$ cat config.mk
export PLATFORM = sky130hd
export DESIGN_NAME = smpp_fifo
export DESIGN_NICKNAME = d
export VERILOG_FILES = /design/src/smpp_pkg.sv /design/src/smpp_fifo.sv
export SDC_FILE = /design/constraint.sdc
export NUM_CORES = 1
export LEC_CHECK = 0
export BUFFER_PORTS_ARGS = -buffer_cell sky130_fd_sc_hd__buf_2
export CORE_MARGIN = 10
export CORE_UTILIZATION = 28
export DETAILED_ROUTE_END_ITERATION = 8
export GPL_ROUTABILITY_DRIVEN = 1
export GPL_TIMING_DRIVEN = 0
export PLACE_DENSITY = 0.45
export SYNTH_ARGS = -nofsm -noshare
export SYNTH_HDL_FRONTEND = slang
export SYNTH_SLANG_ARGS = --single-unit
$ cat constraint.sdc
create_clock -name i_clk -period 5.9 [get_ports i_clk]
set_clock_uncertainty 0.1 [all_clocks]
set_input_delay 0.59 -clock i_clk [delete_from_list [all_inputs] [get_ports i_clk]]
set_output_delay 0.59 -clock i_clk [all_outputs]
set_load 0.005 [all_outputs]
$ cat src/smpp_pkg.sv
package smpp_pkg;

    localparam int MAX_WIDTH   = 2048;
    localparam int MAX_HEIGHT  = 2048;
    localparam int SCORE_BITS  = 16;
    localparam int COORD_BITS  = 11;
    localparam int GEO_BITS    = 12;
    localparam int BORDER_BITS = 6;
    localparam int CFG_BITS    = 16;
    localparam int LINE_AW     = $clog2(MAX_WIDTH);
    localparam int FIFO_DEPTH  = 4;
    localparam int FIFO_AW     = $clog2(FIFO_DEPTH);

    localparam logic [GEO_BITS-1:0]    RST_WIDTH  = GEO_BITS'(640);
    localparam logic [GEO_BITS-1:0]    RST_HEIGHT = GEO_BITS'(480);
    localparam logic [BORDER_BITS-1:0] RST_BORDER = BORDER_BITS'(15);

    typedef enum logic [1:0] {
        CFG_FRAME_WIDTH  = 2'd0,
        CFG_FRAME_HEIGHT = 2'd1,
        CFG_BORDER_WIDTH = 2'd2,
        CFG_THRESHOLD    = 2'd3
    } t_cfg_idx;

    typedef struct packed {
        logic signed [SCORE_BITS-1:0] score;
        logic [LINE_AW-1:0]           col;
        logic                         test;
        logic [COORD_BITS-1:0]        cx;
        logic [COORD_BITS-1:0]        cy;
        logic                         last;
    } t_item;

endpackage

$ cat src/smpp_fifo.sv
module smpp_fifo (
    input  logic            i_clk,
    input  logic            i_rst_n,
    input  logic            i_push,
    input  smpp_pkg::t_item i_item,
    input  logic            i_pop,
    output smpp_pkg::t_item o_item,
    output logic            o_empty,
    output logic            o_full
);
    import smpp_pkg::*;

    t_item                r_mem [FIFO_DEPTH];
    logic [FIFO_AW-1:0]   r_wr;
    logic [FIFO_AW-1:0]   r_rd;
    logic [FIFO_AW:0]     r_cnt;
    logic                 do_push;
    logic                 do_pop;

    assign o_empty = (r_cnt == '0);
    assign o_full  = (r_cnt == (FIFO_AW+1)'(FIFO_DEPTH));
    assign do_push = i_push && !o_full;
    assign do_pop  = i_pop && !o_empty;
    assign o_item  = r_mem[r_rd];

    always_ff @(posedge i_clk) begin
        if (do_push) begin
            r_mem[r_wr] <= i_item;
        end
    end

    always_ff @(posedge i_clk) begin
        if (!i_rst_n) begin
            r_wr  <= '0;
            r_rd  <= '0;
            r_cnt <= '0;
        end else begin
            if (do_push) begin
                r_wr <= r_wr + 1'b1;
            end
            if (do_pop) begin
                r_rd <= r_rd + 1'b1;
            end
            if (do_push && !do_pop) begin
                r_cnt <= r_cnt + 1'b1;
            end else if (do_pop && !do_push) begin
                r_cnt <= r_cnt - 1'b1;
            end
        end
    end

endmodule

Yosys cells after proc, flatten, opt, wreduce, memory -nomap -nowiden --
Memory sizes are Yosys's and may differ from the RTL's. A register that Yosys moved wholly into a read port is not among the register bits. Cells that the tools add are included.
Word-level totals: bits in registers 7, memory bits (writable) 204, input bits 55, output and inout bits 53, memories kept 1
Cells by class: $add $sub $neg 4, eq/ne operators 1, muxes and demuxes 6, reduce and logical (&&, ||, !) cells 10
Memories:
- r_mem | depth 4, width 51, read ports 1, clocked after Yosys merged registers in 1, write ports 1, line smpp_fifo.sv:13 | t_item r_mem [FIFO_DEPTH];
Operators by type and width (count):
- $mux W3 | 2
- $add A2 B1 Y2 const B | 2
- $logic_and A1 B1 Y1 | 4
- $logic_not A1 Y1 | 4
- $mux W2 | 2
- $add A3 B1 Y3 const B | 1
- $eq A3 B3 Y1 const B | 1
- $logic_not A3 Y1 | 1
- $sub A3 B1 Y3 const B | 1
- $mux W1 | 2
- $reduce_bool A2 Y1 | 1

Logic depth before layout (Yosys ltp) --
depth after elaboration 7, mapped depth 9, depth with buffers taken out 8

Worst setup path before layout --
Ideal clock, no wire load.
kind input-to-reg, start input port i_push, end memory r_mem[0][0] (netlist bit) (enable), arrival 2.089 ns, data required time 5.386 ns, setup slack 3.297 ns, stages 3, path through nor2b_1 -> buf_6 -> and2_1
On the way: word-level cells in the longest chain between the ends 3
RTL lines:
- start: declaration | line smpp_fifo.sv:4 | input logic i_push,
- $logic_and A1 B1 Y1 | line smpp_fifo.sv:22 | assign do_push = i_push && !o_full;
- net do_push | line smpp_fifo.sv:17 | logic do_push;
- $mux W1 | line smpp_fifo.sv:27 | if (do_push) begin
- $mux W1 (implied by the code) | line smpp_fifo.sv:28 | r_mem[r_wr] <= i_item;
- end: declaration | line smpp_fifo.sv:13
The timed path passes the listed nets, and every way through them passes these cells.

==> run_results.csv <==
group,metric,value,unit
die,die_x,188.1,um
grt,grt_first_pass_wirelength,25090,um
clock_tree,cts_buffers,25,
yosys,synth_top_area_share,77.47,%
yosys,avgSynthCellArea,25.10,sq um
route,wl_per_cell,19.39,um
yosys,synthMuxAreaShare,14.95,%
sta,relSlewSlack,74.61,%
yosys,synth_cell_type_count,25,
job,maxCapViolCount,0,
die,dieArea,35360,sq um
worst_hold_path,worstHoldEndpoint,"r_mem[1][8]$_DFFE_PP_",
clock_tree,post_cts_buffers,0,
worst_hold_path,hold_path.class,"in -> reg",
clock_tree,cts_tree,"yes",
sta,finalHoldViolations,0,
status,status,"finished, final reports clean",
route,drt_iter0_markers,176,
clock_tree,insertion_delay,510,ps
clock_tree,clk_pin_slew,50,ps
die,io_pins,108,
yosys,synthAdderAreaFrac,1.044,%
power_and_ir_drop,p_int,3221,uW
power_and_ir_drop,p_sw,1065,uW
critical_path,crit_arrival,2030,ps
grt,antenna_found_initial,2,
yosys,yosysTopAreaCell,"edfxtp_1",
yosys,yosys.area_share.xor_xnor,0.4430,%
route,postRouteWirelength,16440,um
worst_hold_path,hold_path_depth,1,
die,fp-row-count,61,
sta,finalMaxSlewViolations,0,
route,via_count,3600,
yosys,synth_top_family_by_area,"multiplexers",
cells_and_area,final_common_cell,"edfxtp_1",
yosys,synth-edff-count,204,
cells_and_area,drive_gt1_share,44.87,%
cells_and_area,multi_input_area,1445,sq um
clock_tree,root_buffer,"clkbuf_16",
cells_and_area,mostFrequentLayoutCells,"204 x edfxtp_1, 111 x buf_2, 50 x mux4_2, 25 x clkbuf_16, 10 x clkbuf_1",
placed_design,numPortBuffers,106,
clock_tree,postCtsHoldBufs,0,
yosys,synthCells,315,
die,die_h,188.1,um
critical_path,crit_type,"reg -> out",
power_and_ir_drop,ir_drop,0.0002466,V
grt,grt-ovfl-total,0,
critical_path,r2r-end,"r_cnt[2]$_SDFFE_PN0P_",
power_and_ir_drop,netSwitchingFraction,24.84,%
critical_path,path_max_fanout,10,
clock_tree,clock-sinks,213,
yosys,synthArstFlopShare,0,%
grt,track_usage,9.205,%
cells_and_area,n_fill_cell,2601,
cells_and_area,syn2layout_area_growth,23.83,%
grt,grt_pass1_vias,4148,
critical_path,endpoint_kind,"primary output",
route,vias_per_cell,4.245,
critical_path,start_kind,"flop",
clock_tree,cts_resized,0,
yosys,yosysWarningCount,0,
sta,min_period_over_period,46.17,%
sta,fin_tns_setup,0,ps
sta,period_needed,2724,ps
sta,rsz0062_at_grt,"no",
sta,fmax,0.3671,GHz
clock_tree,cts_max_level,1,
yosys,synth_seq_cells,213,
die,start_util,28.39,%
yosys,ys_seq_area_share,79.75,%
power_and_ir_drop,seqPwrFrac,43.9,%
sta,setup_slack,3176,ps
sta,tightest_slew,380.9,ps
placed_design,routabilityCongestion,0.6661,
die,fp.coreArea,27860,sq um
placed_design,post-dp-hpwl,10280,um
critical_path,r2r_cells,9,
yosys,synth_compound_area_share,0.4272,%
yosys,synth-simple-area-share,1.282,%
route,drc,0,
power_and_ir_drop,leakagePower,0.003273,uW
grt,grt_start_max_net_pins,34,
cells_and_area,layout.area.seq,6306,sq um
yosys,synth_flop_cell,"edfxtp_1",
placed_design,pre_cts_ws,3456,ps
yosys,syn-num-nets,376,
power_and_ir_drop,p_per_area,437.7,nW/um^2
critical_path,r2r-start,"r_cnt[0]$_SDFFE_PN0P_",
yosys,synthTopCellsByArea,"edfxtp_1 77%, mux4_2 14%, dfxtp_1 2.3%",
yosys,synth.cell_area,7908,sq um
power_and_ir_drop,pwr-share-comb,22.9,%
critical_path,required,5210,ps
cells_and_area,fin_nets,513,
power_and_ir_drop,pwr-share-clk,33.2,%
route,ant_nets,0,
clock_tree,cts_buffer_depth,3,
worst_hold_path,min_from,"i_item[8]",
critical_path,rrSetupSlack,3550,ps
sta,setup_viol_count_final,0,
route,drt-pass1-iter-count,4,
synth_stat cells, types with 2 or more instances:
cell      count
nor2b_1       2
edfxtp_1    204
buf_6         2
inv_1         3
xnor2_1       3
buf_2         5
ha_1          5
dfxtp_1       9
nand2_1       4
buf_12        5
mux4_2       50
and2_1        8
mux2i_1       3
how the worst max path moves through the flow:
stage	from	end	slack (ps)	cells past startpoint
after detailed placement	i_push	r_cnt[2]$_SDFFE_PN0P_	3460	9
after global placement	i_push	r_mem[0][50]$_DFFE_PP_	1910	4
after global routing	flop	o_item[45]	3020	4
after floorplan	i_push	r_mem[0][0]$_DFFE_PP_	3300	3
after CTS	flop	o_item[45]	3070	4
final	flop	o_item[45]	3180	4
registers in the layout, indices dropped and copies added (netlist names), named ones only:
signal / count
r_rd: 2
r_mem: 204
r_cnt: 3
r_wr: 2
critical path: stages (launching register included):
cell	delay (ps)
dfxtp_1	300
buf_1	280
buf_2	370
mux4_2	410
buf_2	160
layer usage:
metal | wire [um] | part of all wire, % | track usage [%] | up-vias
li1 | - | - | - | 1607
met1 | 7001 | 43 | 11.28 | 1868
met2 | 7982 | 49 | 15.23 | 92
met3 | 955 | 5.8 | 2.764 | 31
met4 | 484 | 2.9 | 2.954 | 2
met5 | 18 | 0.11 | 0 | -
logic make-up after synthesis:
logic type / Yosys count
buffers and inverters: 17
xor gates and xnor gates: 4
DFF: 213
adders and majority gates: 6
muxes: 54
and+or+nand+nor: 17
AOI/OAI and AO/OA: 4
power by group through the flow:
stage / Sequential [uW] / Combinational (uW) / Clock [uW]
after CTS: 1880 / 1030 / 1480
final: 1880 / 981 / 1420
after global routing: 1900 / 1080 / 1550
after global placement: 1920 / 984 / 0
after detailed placement: 1920 / 1030 / 0
after floorplan: 1910 / 614 / 0
area by class of cell:
type	instances	area share, %
sequential	213	64.40
multi-input combinational	85	14.76
clock buffer	34	6.734
timing repair buffer	110	6.542
tap	378	4.830
buffer	14	1.584
clock inverter	9	0.9839
inverter	3	0.1150
antenna	2	0.05111
through the flow:
stage / hold WS (ps) / cells / area (sq um) / utilization (%) / total power, uW
finish: 190.0 / 848 / 9792 / 35.15 / 4286
global placement: 380.7 / 799 / 8911 / 31.99 / 2906
detailed placement: 395.5 / 803 / 9031 / 32.42 / 2943
CTS: 158.9 / 846 / 9787 / 35.13 / 4396
global route: 177.2 / 846 / 9787 / 35.13 / 4526
floorplan: 367.7 / 315 / 7908 / - / 2521
(Power assumes the default switching activity.)
