**src/smpp_pkg.sv**
```systemverilog
package smpp_pkg;

    localparam int MAX_WIDTH   = 2048;
    localparam int MAX_HEIGHT  = 2048;
    localparam int SCORE_BITS  = 16;
    localparam int COORD_BITS  = 11;
    localparam int GEO_BITS    = 12;
    localparam int BORDER_BITS = 6;
    localparam int CFG_BITS    = 16;
    localparam int LINE_AW     = $clog2(MAX_WIDTH);
    localparam int FIFO_DEPTH  = 4;
    localparam int FIFO_AW     = $clog2(FIFO_DEPTH);

    localparam logic [GEO_BITS-1:0]    RST_WIDTH  = GEO_BITS'(640);
    localparam logic [GEO_BITS-1:0]    RST_HEIGHT = GEO_BITS'(480);
    localparam logic [BORDER_BITS-1:0] RST_BORDER = BORDER_BITS'(15);

    typedef enum logic [1:0] {
        CFG_FRAME_WIDTH  = 2'd0,
        CFG_FRAME_HEIGHT = 2'd1,
        CFG_BORDER_WIDTH = 2'd2,
        CFG_THRESHOLD    = 2'd3
    } t_cfg_idx;

    typedef struct packed {
        logic signed [SCORE_BITS-1:0] score;
        logic [LINE_AW-1:0]           col;
        logic                         test;
        logic [COORD_BITS-1:0]        cx;
        logic [COORD_BITS-1:0]        cy;
        logic                         last;
    } t_item;

endpackage

```
**src/smpp_front.sv**
```systemverilog
module smpp_front (
    input  logic                                  i_clk,
    input  logic                                  i_rst_n,
    input  logic                                  i_cfg_we,
    input  logic [1:0]                            i_cfg_idx,
    input  logic [smpp_pkg::CFG_BITS-1:0]         i_cfg_data,
    input  logic                                  i_valid,
    output logic                                  o_ready,
    input  logic signed [smpp_pkg::SCORE_BITS-1:0] i_score,
    input  logic                                  i_full,
    output logic                                  o_push,
    output smpp_pkg::t_item                       o_item,
    output logic signed [smpp_pkg::SCORE_BITS-1:0] o_thr
);
    import smpp_pkg::*;

    logic [GEO_BITS-1:0]    r_w;
    logic [GEO_BITS-1:0]    r_h;
    logic [BORDER_BITS-1:0] r_b;
    logic signed [SCORE_BITS-1:0] r_thr;
    logic [COORD_BITS-1:0]  r_col;
    logic [COORD_BITS-1:0]  r_row;
    logic [COORD_BITS-1:0]  n_col;
    logic [COORD_BITS-1:0]  n_row;
    logic [GEO_BITS-1:0]    geo_in;
    logic [GEO_BITS-1:0]    geo_clamped;
    logic                   band_here;
    logic                   band_centre;
    logic                   end_of_row;
    logic                   last;
    logic                   accept;

    function automatic logic in_band(
        input logic [COORD_BITS-1:0]  c,
        input logic [COORD_BITS-1:0]  r,
        input logic [GEO_BITS-1:0]    w,
        input logic [GEO_BITS-1:0]    h,
        input logic [BORDER_BITS-1:0] b
    );
        logic [GEO_BITS-1:0] c12;
        logic [GEO_BITS-1:0] r12;
        logic [GEO_BITS-1:0] b12;
        c12 = GEO_BITS'(c);
        r12 = GEO_BITS'(r);
        b12 = GEO_BITS'(b);
        return (c12 < b12) || (c12 + b12 >= w) || (r12 < b12) || (r12 + b12 >= h);
    endfunction

    assign accept  = i_valid && !i_full;
    assign o_ready = !i_full;
    assign o_push  = accept;
    assign o_thr   = r_thr;

    always_comb begin
        geo_in = i_cfg_data[GEO_BITS-1:0];
        if (geo_in < GEO_BITS'(3)) begin
            geo_clamped = GEO_BITS'(3);
        end else if (geo_in > GEO_BITS'(MAX_WIDTH)) begin
            geo_clamped = GEO_BITS'(MAX_WIDTH);
        end else begin
            geo_clamped = geo_in;
        end
    end

    always_comb begin
        band_here   = in_band(r_col, r_row, r_w, r_h, r_b);
        band_centre = in_band(r_col - 1'b1, r_row - 1'b1, r_w, r_h, r_b);
        end_of_row  = (GEO_BITS'(r_col) + 1'b1) >= r_w;
        last        = end_of_row && ((GEO_BITS'(r_row) + 1'b1) >= r_h);
        n_col = r_col + 1'b1;
        n_row = r_row;
        if (end_of_row) begin
            n_col = '0;
            n_row = last ? '0 : r_row + 1'b1;
        end
        o_item.score = band_here ? '0 : i_score;
        o_item.col   = LINE_AW'(r_col);
        o_item.test  = (r_col != '0) && (r_row != '0) && !band_centre;
        o_item.cx    = r_col - 1'b1;
        o_item.cy    = r_row - 1'b1;
        o_item.last  = last;
    end

    always_ff @(posedge i_clk) begin
        if (!i_rst_n) begin
            r_w   <= RST_WIDTH;
            r_h   <= RST_HEIGHT;
            r_b   <= RST_BORDER;
            r_thr <= '0;
            r_col <= '0;
            r_row <= '0;
        end else if (i_cfg_we) begin
            case (t_cfg_idx'(i_cfg_idx))
                CFG_FRAME_WIDTH: begin
                    r_w   <= geo_clamped;
                    r_col <= '0;
                    r_row <= '0;
                end
                CFG_FRAME_HEIGHT: begin
                    r_h   <= (geo_clamped > GEO_BITS'(MAX_HEIGHT)) ?
                             GEO_BITS'(MAX_HEIGHT) : geo_clamped;
                    r_col <= '0;
                    r_row <= '0;
                end
                CFG_BORDER_WIDTH: begin
                    r_b <= (i_cfg_data[BORDER_BITS-1:0] == '0) ?
                           BORDER_BITS'(1) : i_cfg_data[BORDER_BITS-1:0];
                end
                CFG_THRESHOLD: begin
                    r_thr <= i_cfg_data[SCORE_BITS-1:0];
                end
                default: begin
                end
            endcase
        end else if (accept) begin
            r_col <= n_col;
            r_row <= n_row;
        end
    end

endmodule

```
**config.mk**
```make
export PLATFORM = sky130hd
export DESIGN_NAME = smpp_front
export DESIGN_NICKNAME = d
export VERILOG_FILES = /design/src/smpp_pkg.sv /design/src/smpp_front.sv
export SDC_FILE = /design/constraint.sdc
export NUM_CORES = 1
export LEC_CHECK = 0
export BUFFER_PORTS_ARGS = -buffer_cell sky130_fd_sc_hd__buf_2
export CAP_MARGIN = 10
export CORE_MARGIN = 3
export CORE_UTILIZATION = 40
export DETAILED_ROUTE_END_ITERATION = 10
export PLACE_DENSITY = 0.67
export SETUP_SLACK_MARGIN = 0.05
export SKIP_LAST_GASP = 1
export SYNTH_ARGS = -nofsm -noshare
export SYNTH_HDL_FRONTEND = slang
export SYNTH_SLANG_ARGS = --single-unit
export TNS_END_PERCENT = 100
```
**constraint.sdc**
```tcl
create_clock -name i_clk -period 6.75 [get_ports i_clk]
set_clock_uncertainty 0.2 [all_clocks]
set_input_delay 0.675 -clock i_clk [delete_from_list [all_inputs] [get_ports i_clk]]
set_output_delay 0.675 -clock i_clk [all_outputs]
set_load 0.02 [all_outputs]
```
; ---- Yosys cells after proc, flatten, opt, wreduce, memory -nomap -nowiden
; Cells that the tools add are included.
[classes]
n_addsub = 10
order_cmp = 13
n_eq_ne = 4
mux = 13
reduce_logical = 25
[op_table]
columns = cell, count
row1 = $mux W11, 8
row2 = $ge A12 B12 Y1, 6
row3 = $add A11 B6 Y12, 4
row4 = $lt A11 B6 Y1, 4
row5 = $mux W12, 3
row6 = $add A11 B1 Y12 const B, 2
row7 = $gt A12 B12 Y1 const B, 2
row8 = $add A11 B1 Y11 const B, 2
row9 = $reduce_bool A11 Y1, 2
row10 = $sub A11 B1 Y11 const B, 2
row11 = $mux W16, 1
row12 = $lt A12 B2 Y1 const B, 1
row13 = $reduce_and A2 Y1, 5
row14 = $logic_not A6 Y1, 1
row15 = $logic_or A1 B1 Y1, 6
row16 = $mux W6, 1
row17 = $eq A2 B2 Y1 const B, 2
row18 = $logic_and A1 B1 Y1, 4
row19 = $reduce_bool A2 Y1, 2
row20 = $reduce_and A3 Y1, 1
row21 = $eq A2 B1 Y1 const B, 1
row22 = $logic_not A1 Y1, 2
row23 = $logic_not A2 Y1, 1
row24 = $ne A2 B2 Y1 const B, 1
row25 = $reduce_or A2 Y1, 1
[totals]
regBits = 68
inputBits = 39

; ---- Logic depth before layout (Yosys ltp)
[logic_depth]
ltp_word = 8
ltp_mapped = 17

; ---- Worst setup path before layout
; OpenSTA, ideal clock, no wires.
[synth_path]
path_type = register -> output
from = reg r_col[0]
to = out o_item[23] (netlist name)
arrival_time_ps = 4485
required_ps = 5875
setup_slack_ps = 1390
stages_incl_launch_ff = 16
path_buffers = 0
cell_sequence = dfxtp_1 inv_1 ha_1 xor2_1 ha_1 or2_2 a2bb2oi_1 a221o_1 or2_2 o21a_1 ha_1 a21oi_1 nor2b_1 o21ai_0 nand4_1 nor4_1
[synth_lines]
columns = item, line
row1 = "start, declared", smpp_front.sv:21  ; logic [COORD_BITS-1:0] r_col;
row2 = "start signal, assigned", smpp_front.sv:116  ; r_col <= n_col;
row3 = "end, declared", smpp_front.sv:12  ; output smpp_pkg::t_item o_item,

==> impl_metrics.yaml <==
critical_path:
  critPathMaxStageDelay_ns: 0.51
  crit_required_ns: 5.88
  r2r_slack_ns: 3.01
  path_common_cell: "ha_1"
  worst_r2r_path_depth: 12
  crit_family: "compound AO/OA/AOI/OAI gates"
  reg2reg_from: "r_row[1]$_SDFFE_PN0P_"
  crit_path_end_kind: "output port"
  path_max_fanout: 10
  worstSetupPathType: "reg -> out"
  crit_buf_inv: 2
  crit_chain: "inv_1 > ha_1 > xor2_1 > ha_1 > or2_2 > a2bb2oi_1 > a211o_1 > xnor2_1 > ha_1 > a21oi_1 > o21ai_0 > a21o_1 > a221oi_1 > nor2_1 > nor4_1 > buf_2"
  timing.rr.end: "r_row[8]$_SDFFE_PN0P_"
  startpoint: "r_row[0]$_SDFFE_PN0P_"
  cp-start-kind: "register"
  crit_slowest_cell: "dfxtp_1"
  critPathArrivalTime_ns: 4.58
floorplanning:
  start_util_pct: 41.6
  die_area_sq_um: 19200
  die_h_um: 139
  core_sq_um: 16900
  rows: 47
  chipWidth_um: 139
  io_pins: 108
yosys:
  avgSynthCellArea_sq_um: 7.89
  ys.flop_type: "dfxtp_1"
  syn_area_sq_um: 7050
  synth_warnings: 0
  async_reset_ff_share_pct: 0
  synth_cells: 893
  synth_seq_cells: 68
  synth_cell_type_count: 66
  syn-num-nets: 1062
  seq_area_frac_synth_pct: 19.3
  synth_edf_count: 0
drt:
  wl_per_cell_um: 16.0
  routed_wl_mm: 19.1
  drc: 0
  ant_nets: 0
  firstDrtPassIters: 5
  viasPerCell: 5.31
  drt-initial-drc-count: 293
  dr_total_vias: 6369
min_path:
  whs_path_depth: 2
  min_path_type: "reg -> reg"
  min_from: "r_w[3]$_SDFFE_PN0P_"
  hold_end: "r_w[3]$_SDFFE_PN0P_"
clock_network:
  clockRootBuffer: "clkbuf_16"
  htree_num_levels: 3
  cts_tree: "yes"
  cts.sinks: 68
  cts_buffers: 9
  ctsResizeCount: 0
  postCtsSetupBuffers: 0
  cts_hold_buffers: 0
  cts_buffer_depth: 2
  worst_skew_pair.late_latency_ns: 0.34
  worst_setup_hold_path_clk_slew_ns: 0.06
power_and_ir_drop:
  intPower_uw: 950
  peakVddDrop_mv: 0.134
  swShare_pct: 36.6
  pwr-share-comb_pct: 39.6
  pwr-share-seq_pct: 28.5
  clock_power_share_pct: 31.9
  power_density_nw_per_um2: 187
  power_switching_uw: 549
  leakage_uw: 0.00378
cells_and_area:
  num_antenna_cells: 0
  area_growth_syn_to_layout_pct: 13.7
  fillCellCount: 1676
  fin_nets: 1144
  fin_cells: 1199
  fin_area_sq_um: 8010
  layout-drive-gt1-share_pct: 14.1
  final_util_pct: 47.3
sta:
  hold_viol_final: 0
  timing.fmax_mhz: 183
  period_needed_ns: 5.46
  worst_pin_slew_ns: 0.788
  fin_crit_sh_pct: 80.8
  drv_slew: 0
  fin_tns_setup_ns: 0
  finalSetupViolCount: 0
  slew_headroom_pct: 46.8
  rsz0062_at_grt: "no"
place:
  dpl-instance-area_sq_um: 7700
  place_hpwl_mm: 15.4
  routabilityCongestion: 0.942
  dp.cells: 1183
  io_buffers: 107
global_routing:
  antenna_found_initial: 0
  grt_pass1_vias: 5923
  grt_max_degree: 49
  grt_pass1_wl_mm: 31.4
  grt_remaining_overflow: 0
  grt_usage_pct: 19.9
outcome:
  outcome: "completed"
flow_run:
  drv_cap: 0
[cell families (layout without fill, tap and decap cells)]
kind of cell,after synthesis,count (layout),share of synthesized area (%)
adders and majority gates,130,130,23.5
buffers and inverters,122,208,6.80
AOI/OAI and AO/OA,181,181,17.4
DFF,68,68,19.3
xor gates and xnor gates,78,78,9.96
muxes,5,5,0.710
and+or+nand+nor,309,309,22.3
[worst reg2reg max path, delay by kind of cell (launching register included)]
family	cells	cell delay (ns)
simple gates	6	1.47
xor+xnor	1	0.22
compound gates	3	0.66
fa+ha+maj	2	0.59
flops	1	0.55
[through the flow]
step / power (uW) / hold slack [ns] / worst slack (ns)
after floorplan: 865 / 0.243 / 1.39
after global placement: 1020 / 0.248 / 1.67
after detailed placement: 1020 / 0.258 / 1.67
after CTS: 1510 / 0.265 / 1.28
after global routing: 1610 / 0.290 / 0.775
final: 1500 / 0.261 / 1.29
[state kept, by name (all words and copies together), names as in the netlist]
register,flops
r_b,6
r_row,11
r_w,12
r_h,12
r_col,11
o_thr,16
[routing by layer]
metal | track usage [%] | part of all wire, %
met1 | 28.2 | 49
met5 | 0 | 0
met3 | 3.55 | 6.3
met2 | 30.4 | 42
met4 | 6.59 | 2.1
[final cells by class]
class	count	area, sq um	area share, %
clock buffers	11	243	3.03
clock inverters	4	50.0	0.625
inverters	84	315	3.94
multi-input cells	703	5220	65.1
flip-flops and latches	68	1360	17.0
well taps	220	275	3.44
repair buffers	109	551	6.87
[cell usage after synthesis (12+ instances only)]
| cell | instances | area share [%] |
|---|---|---|
| a21boi_0 | 26 | 2.8 |
| a21oi_1 | 48 | 3.4 |
| clkbuf_1 | 27 | 1.4 |
| dfxtp_1 | 68 | 19 |
| ha_1 | 126 | 22 |
| inv_1 | 84 | 4.5 |
| nand2_1 | 100 | 5.3 |
| nand2b_1 | 17 | 1.5 |
| nand3_1 | 16 | 1.1 |
| nor2_1 | 62 | 3.3 |
| nor2b_1 | 14 | 1.2 |
| nor3_1 | 19 | 1.3 |
| nor3b_1 | 21 | 2.2 |
| o21ai_0 | 25 | 1.8 |
| o21bai_1 | 12 | 1.3 |
| xnor2_1 | 46 | 5.7 |
| xor2_1 | 31 | 3.9 |
[power by group through the flow]
stage / clock, uW / combinational (uW) / sequential (uW)
2_1_floorplan: 0 / 426 / 439
3_3_place_gp: 0 / 583 / 436
3_5_place_dp: 0 / 588 / 436
4_1_cts: 485 / 594 / 427
5_1_grt: 504 / 673 / 429
6_report: 478 / 594 / 427
[placed cells by master (no fill, tap or decap), types with 4 or more instances in the layout]
cell type and instances:
a21boi_0 26, o21a_1 6, fa_1 4, xor2_1 31, nand3_1 16, inv_1 84
o311ai_0 5, buf_2 107, a22o_1 5, nor2b_1 14, o21bai_1 12, nand2_1 100
nand3b_1 6, clkbuf_16 9, a21oi_1 48, nor4_1 10, nand4_1 10, nand2b_1 17
o21ai_0 25, a211oi_1 8, nor3b_1 21, dfxtp_1 68, xnor2_1 46, nor3_1 19
or3_1 7, and3_1 5, a21o_1 5, nor2_1 62, o211ai_1 8, mux2i_1 5
a211o_1 4, ha_1 126
[worst max path at each step]
stage               cells past startpoint         end  slack [ns]
finish                                 16  o_item[23]        1.29
global route                           16  o_item[23]        0.77
CTS                                    16  o_item[23]        1.28
detailed placement                     14  o_item[23]        1.67
global placement                       16  o_item[23]        1.67
floorplan                              15  o_item[23]        1.39
(Power assumes the default switching activity.)
